## config.mk

```make
export PLATFORM = sky130hd
export DESIGN_NAME = valve_move_supervisor
export DESIGN_NICKNAME = d
export VERILOG_FILES = /design/src/vms_pkg.sv /design/src/valve_move_supervisor.sv /design/src/vms_cfg.sv /design/src/vms_core.sv
export SDC_FILE = /design/constraint.sdc
export NUM_CORES = 1
export LEC_CHECK = 0
export BUFFER_PORTS_ARGS = -buffer_cell sky130_fd_sc_hd__clkbuf_2
export CAP_MARGIN = 10
export CORE_MARGIN = 2
export CORE_UTILIZATION = 56
export CTS_BUF_LIST = sky130_fd_sc_hd__clkbuf_4 sky130_fd_sc_hd__clkbuf_8
export CTS_CLUSTER_SIZE = 8
export DETAILED_ROUTE_END_ITERATION = 6
export PLACE_DENSITY = 0.8
export SYNTH_ARGS = -nofsm -noshare
export SYNTH_HDL_FRONTEND = slang
export SYNTH_SLANG_ARGS = --single-unit
```

## constraint.sdc

```tcl
create_clock -name clk -period 6.2 [get_ports clk]
set_input_delay 0.62 -clock clk [delete_from_list [all_inputs] [get_ports clk]]
set_output_delay 0.62 -clock clk [all_outputs]
set_load 0.05 [all_outputs]
```

## src/vms_pkg.sv

```systemverilog
package vms_pkg;

  // Motor drive codes
  typedef enum logic [1:0] {
    DRV_OFF  = 2'd0,
    DRV_FWD  = 2'd1,
    DRV_BACK = 2'd2
  } drive_e;

  // Move outcome codes
  typedef enum logic [3:0] {
    OC_NONE        = 4'd0,
    OC_REACHED     = 4'd1,
    OC_ALREADY     = 4'd2,
    OC_BOTH        = 4'd3,
    OC_DIRECTION   = 4'd4,
    OC_NOT_FOUND   = 4'd5,
    OC_OVERCURRENT = 4'd6,
    OC_BATTERY     = 4'd7,
    OC_STUCK       = 4'd8
  } outcome_e;

  // Item kind carried on tuser
  localparam logic ACT_TICK  = 1'b0;
  localparam logic ACT_START = 1'b1;

  // Register word indexes
  typedef enum logic [2:0] {
    REG_CURRENT_LIMIT   = 3'd0,
    REG_CURRENT_ERRORS  = 3'd1,
    REG_CURRENT_DELAY   = 3'd2,
    REG_BATTERY_EMPTY   = 3'd3,
    REG_BATTERY_PERIOD  = 3'd4,
    REG_MOVE_TIMEOUT    = 3'd5,
    REG_OVERSHOOT_A     = 3'd6,
    REG_OVERSHOOT_B     = 3'd7
  } reg_idx_e;

  // Register defaults
  localparam logic [11:0] CurrentLimitReset  = 12'd1500;
  localparam logic [3:0]  CurrentErrorsReset = 4'd3;
  localparam logic [9:0]  CurrentDelayReset  = 10'd50;
  localparam logic [12:0] BatteryEmptyReset  = 13'd3400;
  localparam logic [15:0] BatteryPeriodReset = 16'd100;
  localparam logic [12:0] MoveTimeoutReset   = 13'd4000;
  localparam logic [7:0]  OvershootAReset    = 8'd80;
  localparam logic [7:0]  OvershootBReset    = 8'd90;

  typedef struct packed {
    logic [11:0] current_limit_mv;
    logic [3:0]  current_error_limit;
    logic [9:0]  current_check_delay_ms;
    logic [12:0] battery_empty_mv;
    logic [15:0] battery_check_ms;
    logic [12:0] move_timeout_ms;
    logic [7:0]  overshoot_a;
    logic [7:0]  overshoot_b;
  } cfg_t;

  typedef struct packed {
    logic        action;
    logic        to_a;
    logic [3:0]  encoder_pulses;
    logic        at_a;
    logic        at_b;
    logic        direction_fault;
    logic [11:0] current_mv;
    logic [12:0] battery_mv;
    logic        external_power;
  } in_item_t;

  typedef struct packed {
    drive_e      drive;
    logic        finished;
    logic        success;
    outcome_e    outcome;
    logic [15:0] encoder_count;
    logic        battery_low;
    logic [12:0] battery_at_empty_mv;
  } out_item_t;

endpackage

```

## src/valve_move_supervisor.sv

```systemverilog
// Path: a taken input beat is held in the input register, which feeds the step logic;
// its result lands in the result register when that register is free or draining.
// Throughput: one item per cycle unless m_tready stalls; the whole step is one pass of compare and counter logic.
// s_tready follows m_tready within the cycle when both registers hold a beat.
// Reset (rst, synchronous, active high) empties both registers, clears the move state
// and loads the register defaults.
module valve_move_supervisor
  import vms_pkg::*;
#(
  parameter int STUCK_PERIOD_MS  = 1000,
  parameter int LOW_SAMPLE_COUNT = 3,
  parameter int ENCODER_BITS     = 16
) (
  input  logic        clk,
  input  logic        rst,
  // input stream
  input  logic        s_tvalid,
  output logic        s_tready,
  // to_a, encoder_pulses[4], at_a, at_b, direction_fault, current_mv[12],
  // battery_mv[13], external_power, zero pad
  input  logic [39:0] s_tdata,
  // action
  input  logic        s_tuser,
  // result stream
  output logic        m_tvalid,
  input  logic        m_tready,
  // drive[2], success, outcome[4], encoder_count[16], battery_low,
  // battery_at_empty_mv[13], zero pad
  output logic [39:0] m_tdata,
  // finished
  output logic        m_tlast,
  // configuration
  input  logic        psel,
  input  logic        penable,
  input  logic        pwrite,
  input  logic [4:0]  paddr,
  input  logic [31:0] pwdata,
  output logic [31:0] prdata,
  output logic        pready
);

  cfg_t      cfg;
  in_item_t  in_reg;
  logic      in_full;
  out_item_t step_res;
  out_item_t out_reg;
  logic      out_valid;
  logic      advance;

  vms_cfg u_cfg (
    .clk     (clk),
    .rst     (rst),
    .psel    (psel),
    .penable (penable),
    .pwrite  (pwrite),
    .paddr   (paddr),
    .pwdata  (pwdata),
    .prdata  (prdata),
    .pready  (pready),
    .cfg     (cfg)
  );

  vms_core #(
    .STUCK_PERIOD_MS  (STUCK_PERIOD_MS),
    .LOW_SAMPLE_COUNT (LOW_SAMPLE_COUNT),
    .ENCODER_BITS     (ENCODER_BITS)
  ) u_core (
    .clk  (clk),
    .rst  (rst),
    .step (advance),
    .item (in_reg),
    .cfg  (cfg),
    .res  (step_res)
  );

  // Handshake: the held beat moves on when the result register is free or draining
  assign advance  = in_full && (!out_valid || m_tready);
  assign s_tready = !in_full || advance;

  // Input register
  always_ff @(posedge clk) begin
    if (rst) begin
      in_full <= 1'b0;
    end else if (s_tready) begin
      in_full <= s_tvalid;
    end
  end

  always_ff @(posedge clk) begin
    if (s_tvalid && s_tready) begin
      in_reg.action          <= s_tuser;
      in_reg.to_a            <= s_tdata[0];
      in_reg.encoder_pulses  <= s_tdata[4:1];
      in_reg.at_a            <= s_tdata[5];
      in_reg.at_b            <= s_tdata[6];
      in_reg.direction_fault <= s_tdata[7];
      in_reg.current_mv      <= s_tdata[19:8];
      in_reg.battery_mv      <= s_tdata[32:20];
      in_reg.external_power  <= s_tdata[33];
    end
  end

  // Result register
  always_ff @(posedge clk) begin
    if (rst) begin
      out_valid <= 1'b0;
    end else if (advance) begin
      out_valid <= 1'b1;
    end else if (m_tready) begin
      out_valid <= 1'b0;
    end
  end

  always_ff @(posedge clk) begin
    if (advance) begin
      out_reg <= step_res;
    end
  end

  assign m_tvalid = out_valid;
  assign m_tlast  = out_reg.finished;
  assign m_tdata  = {3'd0, out_reg.battery_at_empty_mv, out_reg.battery_low,
                     out_reg.encoder_count, out_reg.outcome, out_reg.success,
                     out_reg.drive};

endmodule

```

## src/vms_cfg.sv

```systemverilog
module vms_cfg
  import vms_pkg::*;
(
  input  logic        clk,
  input  logic        rst,
  input  logic        psel,
  input  logic        penable,
  input  logic        pwrite,
  input  logic [4:0]  paddr,
  input  logic [31:0] pwdata,
  output logic [31:0] prdata,
  output logic        pready,
  output cfg_t        cfg
);

  reg_idx_e idx;
  logic     wr;

  assign idx    = reg_idx_e'(paddr[4:2]);
  assign wr     = psel && penable && pwrite;
  assign pready = 1'b1;

  // Register writes
  always_ff @(posedge clk) begin
    if (rst) begin
      cfg.current_limit_mv       <= CurrentLimitReset;
      cfg.current_error_limit    <= CurrentErrorsReset;
      cfg.current_check_delay_ms <= CurrentDelayReset;
      cfg.battery_empty_mv       <= BatteryEmptyReset;
      cfg.battery_check_ms       <= BatteryPeriodReset;
      cfg.move_timeout_ms        <= MoveTimeoutReset;
      cfg.overshoot_a            <= OvershootAReset;
      cfg.overshoot_b            <= OvershootBReset;
    end else if (wr) begin
      case (idx)
        REG_CURRENT_LIMIT:  cfg.current_limit_mv       <= pwdata[11:0];
        REG_CURRENT_ERRORS: cfg.current_error_limit    <= pwdata[3:0];
        REG_CURRENT_DELAY:  cfg.current_check_delay_ms <= pwdata[9:0];
        REG_BATTERY_EMPTY:  cfg.battery_empty_mv       <= pwdata[12:0];
        REG_BATTERY_PERIOD: cfg.battery_check_ms       <= pwdata[15:0];
        REG_MOVE_TIMEOUT:   cfg.move_timeout_ms        <= pwdata[12:0];
        REG_OVERSHOOT_A:    cfg.overshoot_a            <= pwdata[7:0];
        REG_OVERSHOOT_B:    cfg.overshoot_b            <= pwdata[7:0];
        default: ;
      endcase
    end
  end

  // Read back
  always_comb begin
    case (idx)
      REG_CURRENT_LIMIT:  prdata = {20'd0, cfg.current_limit_mv};
      REG_CURRENT_ERRORS: prdata = {28'd0, cfg.current_error_limit};
      REG_CURRENT_DELAY:  prdata = {22'd0, cfg.current_check_delay_ms};
      REG_BATTERY_EMPTY:  prdata = {19'd0, cfg.battery_empty_mv};
      REG_BATTERY_PERIOD: prdata = {16'd0, cfg.battery_check_ms};
      REG_MOVE_TIMEOUT:   prdata = {19'd0, cfg.move_timeout_ms};
      REG_OVERSHOOT_A:    prdata = {24'd0, cfg.overshoot_a};
      REG_OVERSHOOT_B:    prdata = {24'd0, cfg.overshoot_b};
      default:            prdata = 32'd0;
    endcase
  end

endmodule

```

## src/vms_core.sv

```systemverilog
module vms_core
  import vms_pkg::*;
#(
  parameter int STUCK_PERIOD_MS  = 1000,
  parameter int LOW_SAMPLE_COUNT = 3,
  parameter int ENCODER_BITS     = 16
) (
  input  logic      clk,
  input  logic      rst,
  input  logic      step,
  input  in_item_t  item,
  input  cfg_t      cfg,
  output out_item_t res
);

  localparam int EW = ENCODER_BITS;

  // Move state
  logic          running, running_next;
  logic          target_is_a, target_is_a_next;
  logic          sensor_seen, sensor_seen_next;
  logic [EW-1:0] enc_count, enc_count_next;
  logic          stop_count_valid, stop_count_valid_next;
  logic [EW:0]   stop_count, stop_count_next;
  logic [12:0]   elapsed_ms, elapsed_ms_next;
  logic [3:0]    overcurrent_run, overcurrent_run_next;
  logic [15:0]   battery_timer, battery_timer_next;
  logic [1:0]    battery_low_samples, battery_low_samples_next;
  logic          battery_low_flag, battery_low_flag_next;
  logic [12:0]   battery_empty_reading, battery_empty_reading_next;
  logic [9:0]    stuck_timer, stuck_timer_next;
  logic [EW-1:0] last_enc_count, last_enc_count_next;
  logic [1:0]    stuck_strikes, stuck_strikes_next;

  // Saturating encoder sum and timer increments
  logic [EW:0]   enc_sum;
  logic [EW-1:0] enc_sat;
  logic [15:0]   batt_tmr_inc;
  logic [9:0]    stuck_tmr_inc;
  logic          target_hit;
  logic [7:0]    overshoot;

  assign enc_sum       = {1'b0, enc_count} + (EW+1)'(item.encoder_pulses);
  assign enc_sat       = enc_sum[EW] ? {EW{1'b1}} : enc_sum[EW-1:0];
  assign batt_tmr_inc  = (battery_timer != 16'hFFFF) ? battery_timer + 16'd1 : battery_timer;
  assign stuck_tmr_inc = (stuck_timer != 10'h3FF) ? stuck_timer + 10'd1 : stuck_timer;
  assign target_hit    = target_is_a ? item.at_a : item.at_b;
  assign overshoot     = target_is_a ? cfg.overshoot_a : cfg.overshoot_b;

  // One item's step
  always_comb begin
    logic     ended;
    outcome_e oc;
    ended                      = 1'b0;
    oc                         = OC_NONE;
    running_next               = running;
    target_is_a_next           = target_is_a;
    sensor_seen_next           = sensor_seen;
    enc_count_next             = enc_count;
    stop_count_valid_next      = stop_count_valid;
    stop_count_next            = stop_count;
    elapsed_ms_next            = elapsed_ms;
    overcurrent_run_next       = overcurrent_run;
    battery_timer_next         = battery_timer;
    battery_low_samples_next   = battery_low_samples;
    battery_low_flag_next      = battery_low_flag;
    battery_empty_reading_next = battery_empty_reading;
    stuck_timer_next           = stuck_timer;
    last_enc_count_next        = last_enc_count;
    stuck_strikes_next         = stuck_strikes;
    res.drive                  = DRV_OFF;
    res.finished               = 1'b0;
    res.success                = 1'b0;

    if (item.action == ACT_START) begin
      if (running) begin
        // start while running: report status only
        res.drive = target_is_a ? DRV_BACK : DRV_FWD;
      end else begin
        sensor_seen_next         = 1'b0;
        stop_count_valid_next    = 1'b0;
        stop_count_next          = '0;
        enc_count_next           = '0;
        elapsed_ms_next          = '0;
        overcurrent_run_next     = '0;
        battery_timer_next       = '0;
        battery_low_samples_next = '0;
        battery_low_flag_next    = 1'b0;
        stuck_timer_next         = '0;
        last_enc_count_next      = '0;
        stuck_strikes_next       = '0;
        target_is_a_next         = item.to_a;
        if (item.at_a && item.at_b) begin
          res.finished = 1'b1;
          oc           = OC_BOTH;
        end else if ((item.to_a && item.at_a) || (!item.to_a && item.at_b)) begin
          res.finished = 1'b1;
          res.success  = 1'b1;
          oc           = OC_ALREADY;
        end else begin
          running_next = 1'b1;
          res.drive    = item.to_a ? DRV_BACK : DRV_FWD;
        end
      end
    end else if (running) begin
      enc_count_next = enc_sat;
      if (elapsed_ms != 13'h1FFF) elapsed_ms_next = elapsed_ms + 13'd1;

      // position reached
      if (!sensor_seen && target_hit) begin
        sensor_seen_next      = 1'b1;
        stop_count_next       = {1'b0, enc_sat} + (EW+1)'(overshoot);
        stop_count_valid_next = 1'b1;
      end

      if (stop_count_valid_next && ({1'b0, enc_sat} >= stop_count_next)) begin
        ended = 1'b1;
        oc    = OC_REACHED;
      end else if (item.direction_fault) begin
        ended = 1'b1;
        oc    = OC_DIRECTION;
      end else if (elapsed_ms_next >= cfg.move_timeout_ms) begin
        ended = 1'b1;
        oc    = battery_low_flag ? OC_BATTERY : OC_NOT_FOUND;
      end else begin
        // current supervision
        if (elapsed_ms_next >= {3'd0, cfg.current_check_delay_ms}) begin
          if (item.current_mv > cfg.current_limit_mv) begin
            if (overcurrent_run != 4'hF) overcurrent_run_next = overcurrent_run + 4'd1;
          end else begin
            overcurrent_run_next = '0;
          end
          if (overcurrent_run_next >= cfg.current_error_limit) begin
            ended = 1'b1;
            oc    = OC_OVERCURRENT;
          end
        end

        if (!ended) begin
          // battery sampling
          if (batt_tmr_inc >= cfg.battery_check_ms) begin
            battery_timer_next = '0;
            if (!item.external_power) begin
              if (item.battery_mv < cfg.battery_empty_mv) begin
                battery_empty_reading_next = item.battery_mv;
                if (battery_low_samples != 2'd3)
                  battery_low_samples_next = battery_low_samples + 2'd1;
              end
              if (battery_low_samples_next >= 2'(LOW_SAMPLE_COUNT))
                battery_low_flag_next = 1'b1;
            end
          end else begin
            battery_timer_next = batt_tmr_inc;
          end

          // stuck encoder supervision
          if (stuck_tmr_inc >= 10'(STUCK_PERIOD_MS)) begin
            stuck_timer_next = '0;
            if (last_enc_count == enc_sat) begin
              if (battery_low_flag_next) begin
                ended = 1'b1;
                oc    = OC_BATTERY;
              end else if (stuck_strikes < 2'(LOW_SAMPLE_COUNT)) begin
                stuck_strikes_next = stuck_strikes + 2'd1;
              end else begin
                stuck_strikes_next = '0;
                ended              = 1'b1;
                oc                 = OC_STUCK;
              end
            end else begin
              last_enc_count_next = enc_sat;
            end
          end else begin
            stuck_timer_next = stuck_tmr_inc;
          end
        end
      end

      if (ended) begin
        running_next = 1'b0;
        res.finished = 1'b1;
        res.success  = (oc == OC_REACHED);
      end else begin
        res.drive = target_is_a ? DRV_BACK : DRV_FWD;
      end
    end

    res.outcome             = oc;
    res.encoder_count       = 16'(enc_count_next);
    res.battery_low         = battery_low_flag_next;
    res.battery_at_empty_mv = battery_empty_reading_next;
  end

  // State update on each processed item
  always_ff @(posedge clk) begin
    if (rst) begin
      running               <= 1'b0;
      target_is_a           <= 1'b0;
      sensor_seen           <= 1'b0;
      enc_count             <= '0;
      stop_count_valid      <= 1'b0;
      stop_count            <= '0;
      elapsed_ms            <= '0;
      overcurrent_run       <= '0;
      battery_timer         <= '0;
      battery_low_samples   <= '0;
      battery_low_flag      <= 1'b0;
      battery_empty_reading <= '0;
      stuck_timer           <= '0;
      last_enc_count        <= '0;
      stuck_strikes         <= '0;
    end else if (step) begin
      running               <= running_next;
      target_is_a           <= target_is_a_next;
      sensor_seen           <= sensor_seen_next;
      enc_count             <= enc_count_next;
      stop_count_valid      <= stop_count_valid_next;
      stop_count            <= stop_count_next;
      elapsed_ms            <= elapsed_ms_next;
      overcurrent_run       <= overcurrent_run_next;
      battery_timer         <= battery_timer_next;
      battery_low_samples   <= battery_low_samples_next;
      battery_low_flag      <= battery_low_flag_next;
      battery_empty_reading <= battery_empty_reading_next;
      stuck_timer           <= stuck_timer_next;
      last_enc_count        <= last_enc_count_next;
      stuck_strikes         <= stuck_strikes_next;
    end
  end

endmodule

```

; ---- Word-level counts from Yosys, hierarchy flattened
; Cells that the tools add are included.
[word_totals]
mem_count = 0
regBits = 273
output_inout_bits = 76
rom_bits = 0
wordCells = 301
latch_bits = 0
ramBits = 0
input_bits = 85
[classes]
magnitude_cmp = 10
add_sub_neg = 8
mux = 179
div = 0
n_reduce_logical = 40
n_eq_ne = 22
n_bitwise = 1
n_mul = 0
shift = 0
[ops]
columns = op, n
row1 = two-way mux 16 bit, 21
row2 = case mux 32 bit (8 select lines), 1
row3 = two-way mux 13 bit, 15
row4 = two-way mux 4 bit, 32
row5 = two-way mux 17 bit, 6
row6 = two-way mux 10 bit, 9
row7 = two-way mux 2 bit, 40
row8 = two-way mux 1 bit, 53
row9 = AND reduction 9 bit, 2
row10 = adder 16 x 4 -> 17 bit, 1
row11 = adder 16 x 8 -> 17 bit, 1
row12 = greater-or-equal comparator 16 x 17 -> 1 bit, 1
row13 = "adder 16 x 1 -> 16 bit, second input constant", 1
row14 = equality test 16 bit, 1
row15 = greater-or-equal comparator 16 bit, 1
row16 = "inequality test 16 bit, second input constant", 1
row17 = AND reduction 2 bit, 8
row18 = "inequality test 2 bit, second input constant", 7
row19 = AND reduction 7 bit, 2
row20 = nonzero test 2 bit, 7
row21 = "adder 13 x 1 -> 13 bit, second input constant", 1
row22 = greater-or-equal comparator 13 x 10 -> 1 bit, 1
row23 = greater-or-equal comparator 13 bit, 1
row24 = < comparator 13 bit, 1
row25 = 26 further kinds, 46

; ---- Depth between registers and ports, before layout
[depth]
word_depth = 48
mapped_depth = 30
mapped_depth_nobuf = 27

; ---- Hierarchy
; From an unflattened synthesis, not the netlist that was laid out.
[unflattened]
hier_cells = 1861
hier_area_um2 = 16007.9
[modules_own_cells]
columns = module, instances, area_per_inst_um2, seq_area_each_um2, cells_each
row1 = vms_core, 1, 9699.3, 2282.2, 1261
row2 = vms_cfg, 1, 3986.3, 1681.6, 513
row3 = valve_move_supervisor, 1, 2322.2, 2232.1, 87

; ---- Least setup slack after synthesis
; No wires, ideal clock.
[synth_path]
kind = flip-flop to flip-flop
startpoint = register in_reg[29] (netlist bit)
endpoint = register out_reg, in the netlist m_tdata[24], data pin
setup_time_ns = 0.262
arrival_ns = 5.494
required_time_ns = 5.938
n_path_buf = 2
path_stages_with_launch = 28
synth_period_minus_slack_ns = 5.756
path_slack_ns = 0.444
cell_sequence = edfxtp_1 ha_1 fa_1 a211oi_4 nor2_2 and2_1 clkbuf_1 nor2_1 inv_1 ha_1 a21o_1 a21oi_1 o21bai_1 a21oi_1 nor3_1 nor2b_1 xnor2_1 a21o_1 ha_1 and4_1 a31oi_1 nand2_1 o211a_1 o31a_1 nor2_2 nand4_1 buf_2 mux2_1
[synth_lines]
columns = item, line
row1 = from (decl), valve_move_supervisor.sv:43  ; in_item_t in_reg;
row2 = to (signal assigned), valve_move_supervisor.sv:116  ; out_reg <= step_res;
row3 = to (decl), valve_move_supervisor.sv:46  ; out_item_t out_reg;

; ---- Final worst setup path
[layout_path]
startpoint = register in_reg[29] (netlist bit)
endpoint = register u_core.last_enc_count[0]
[layout_via]
elab_chain_cells = 10
elab_cells_between_ends = 20
classes_between = 2 x add/sub / 1 x order compare / 3 x eq/ne / 12 x mux / 2 x reduce/logical
[layout_lines]
columns = item, line
row1 = adder 16 x 4 -> 17 bit *, vms_core.sv:43  ; assign enc_sum = {1'b0, enc_count} + (EW+1)'(item.encoder_pulses);
row2 = two-way mux 16 bit *, vms_core.sv:44  ; assign enc_sat = enc_sum[EW] ? {EW{1'b1}} : enc_sum[EW-1:0];
row3 = adder 16 x 8 -> 17 bit or two-way mux 16 bit (tied branches), "vms_core.sv:112, vms_core.sv:159"
row4 = two-way mux 17 bit or two-way mux 16 bit (tied branches), "vms_core.sv:110, vms_core.sv:157"
row5 = two-way mux 17 bit or two-way mux 16 bit (tied branches), "vms_core.sv:105, vms_core.sv:139"
row6 = two-way mux 17 bit or two-way mux 16 bit (tied branches), "vms_core.sv:75, vms_core.sv:122"
row7 = greater-or-equal comparator 16 x 17 -> 1 bit or two-way mux 16 bit (tied branches), "vms_core.sv:116, vms_core.sv:119"
row8 = logical AND 1 bit or two-way mux 16 bit (tied branches), vms_core.sv:116  ; if (stop_count_valid_next && ({1'b0, enc_sat} >= stop_count_next)) begin
row9 = inequality test 2 bit (no line) or two-way mux 16 bit (tied branches), -
row10 = AND reduction 9 bit (no line) or two-way mux 16 bit (tied branches), -
row11 = to (signal assigned), vms_core.sv:226  ; last_enc_count <= last_enc_count_next;
row12 = to (decl), vms_core.sv:32  ; logic [EW-1:0] last_enc_count, last_enc_count_next;
; Every way passes the cells marked *; elsewhere a longest branch is shown, timed or not. The select of a mux whose other input is x is not followed.
; A chain may end at the register's enable or synchronous reset.

==> flow_metrics.py <==
metrics = {
    "drt": {
        "totalWireLength_um": 42200,
        "drt_iter0_markers": 1168,
        "viasPerCell": 6.05,
        "wire_per_inst_um": 18.3,
        "via_count": 14000,
        "drc_errors": 0,
        "dr.pass1.iters": 6,
        "final_antenna_net_count": 0,
    },
    "layout": {
        "area_delta_synth_final_pct": 14.0,
        "drive_above_1_share": 0.165,
        "num-fill-cells": 2225,
        "largest_register_ffs": 84,
        "layout_commonest_cell": "dfxtp_1",
        "instances_no_fill": 2306,
        "antennaDiodeCount": 0,
        "final_cell_mix": "dfxtp_1, nand2_1, nor2_1",
        "stdcell_area_um2": 17900,
        "fin_util": 0.645,
        "finalNetCount": 2080,
    },
    "status": {
        "status": "completed",
    },
    "global_route": {
        "antenna_found_initial": 1,
        "grt_use_total": 0.280,
        "grt_pass1_vias": 13300,
        "overflow": 0,
        "grt_start_max_net_pins": 97,
        "grt_pass1_wl_um": 66100,
    },
    "clock_network": {
        "insertion_delay_ns": 0.60,
        "root_buffer": "clkbuf_8",
        "cts_htree_levels": 2,
        "cts_sinks": 273,
        "cts_made_buffers": 48,
        "clockBufferDepth": 3,
        "clk_pin_slew_ns": 0.06,
        "cts_tree": "yes",
        "cts_hold_buffers": 0,
    },
    "run": {
        "cap_violations": 0,
    },
    "min_path": {
        "holdCritPathClass": "input port to flip-flop",
    },
    "yosys": {
        "syn_avg_cell_area_um2": 8.88,
        "synth_edf_count": 73,
        "synth_area_um2": 15700,
        "synthFlopType": "dfxtp_1",
        "ys_seq_elements": 273,
        "synth_cell_types": 89,
        "yosys_warnings": 0,
        "async_flop_share": 0,
        "synth_seq_area_share": 0.395,
        "syn_inst": 1766,
    },
    "sta": {
        "timing.fmax_ghz": 0.167,
        "period_needed_ns": 6.00,
        "setup_violations": 0,
        "fin_tns_setup_ns": 0,
        "rsz0062_at_grt": "yes",
        "slew_headroom": 0.188,
        "timing.final.hold_violations": 0,
        "skew_ns": 0.0450,
        "holdWs_ns": 0.194,
        "tightest_slew_ns": 1.21,
        "layout_setup_ws_ns": 0.203,
        "drv_slew": 0,
        "min_period_over_period": 0.967,
    },
    "critical_path": {
        "worst_setup_path_start_kind": "flip-flop",
        "critPathKind": "flip-flop to flip-flop",
        "required_ns": 6.64,
        "cp.arrival_ns": 6.44,
        "worstSetupEndpointType": "flip-flop",
        "crit_path_max_fanout": 8,
    },
    "floorplan": {
        "dieHeight_um": 171,
        "die-area_um2": 29400,
        "die_x_um": 171,
        "ioPinCount": 161,
        "rows": 61,
        "core_um2": 27700,
        "start_util": 0.566,
    },
    "placed_design": {
        "postPlaceCellArea_um2": 16700,
        "placed_cells": 2211,
        "place.gp.congestion": 0.893,
        "pre_cts_ws_ns": -0.0166,
        "port_buffers": 116,
        "hpwl_um": 29100,
    },
    "power_and_ir_drop": {
        "finalPower_mw": 4.16,
        "ir_drop_v": 0.000167,
        "p_leak_nw": 7.32,
        "p_per_area_nw_per_um2": 233,
    },
}
Yosys cell counts (15+ instances only):
cell type,instances,area (um2)
a21o_1,19,143
a21oi_1,119,596
a31oi_1,18,113
and3_1,16,100
buf_4,20,150
clkbuf_1,69,259
dfxtp_1,200,4000
edfxtp_1,73,2190
ha_1,103,1290
inv_1,101,379
mux2_2,15,169
mux2i_1,90,901
nand2_1,180,676
nand3_1,39,195
nand4_1,26,163
nor2_1,162,608
nor2b_1,15,93.8
nor3_1,36,180
o211ai_1,29,218
o21ai_0,96,480
o2bb2ai_1,16,140
xnor2_1,32,280
critical path: stages (launching register included):
cell and delay (ns):
edfxtp_1 0.37, ha_1 0.25, fa_2 0.39, a211oi_4 0.33, nor2_2 0.13, nand2_2 0.11, and2_1 0.16, inv_1 0.09
ha_1 0.23, or3_1 0.42, or2_2 0.33, o21bai_4 0.16, or2_2 0.17, a211oi_1 0.06, xnor2_1 0.14, mux2i_1 0.19
ha_1 0.27, a211o_1 0.32, a31oi_2 0.18, nand2_1 0.08, o211a_1 0.23, o31ai_1 0.17, buf_4 0.27, buf_4 0.13
a41o_2 0.27, a31oi_4 0.20, o2bb2ai_2 0.21
area by class of cell:
cell class	instances	area, um2	share of cell area
multi-input cells	1302	8810	0.493
flip-flops and latches	273	6200	0.347
clock inverters	6	55.1	0.00308
clock buffers	82	1020	0.0568
well taps	378	473	0.0265
inverters	103	387	0.0216
repair buffers	162	945	0.0528
metal layers:
layer  routed length, um  vias up  GRT usage  part of all wire
met5                  15        -          0           0.00036
met4                1510        2      0.116             0.036
met3                3010       96     0.0462             0.071
met2               20300      571      0.478              0.48
met1               17400     6649      0.351              0.41
li1                    -     6633          -                 -
worst paths after layout:
kind	from	to	slack [ns]	depth (start not counted)
worst max register to register	in_reg[29]	u_core.last_enc_count[0]	0.20	26
worst min register to register	u_cfg.cfg[36]	u_cfg.cfg[36]	0.45	2
worst min-delay path	s_tdata[29]	in_reg[10]	0.19	1
worst max-delay path	in_reg[29]	u_core.last_enc_count[0]	0.20	26
where the power goes:
| group | switching (mW) | total, mW | internal, mW |
|---|---|---|---|
| clock | 0.771 | 1.81 | 1.04 |
| sequential | 0.0217 | 1.89 | 1.87 |
| combinational | 0.326 | 0.462 | 0.136 |
logic make-up after synthesis:
| logic type | Yosys count | synth area share |
|---|---|---|
| and+or+nand+nor | 573 | 0.176 |
| AOI/OAI and AO/OA | 443 | 0.187 |
| DFF | 273 | 0.395 |
| buffers and inverters | 210 | 0.0557 |
| muxes | 116 | 0.0768 |
| adders and majority gates | 105 | 0.0848 |
| xor gates and xnor gates | 44 | 0.0246 |
| other | 2 | 0.000479 |
timing repair:
action / CTS / global route
endpoints found under the setup margin: 17 / 80
pin swaps: 0 / 4
resized for setup: 2 / 16
buffers inserted: 0 / 6
gates cloned: 0 / 1
No activity file was read; power rests on OpenSTA's default activity.
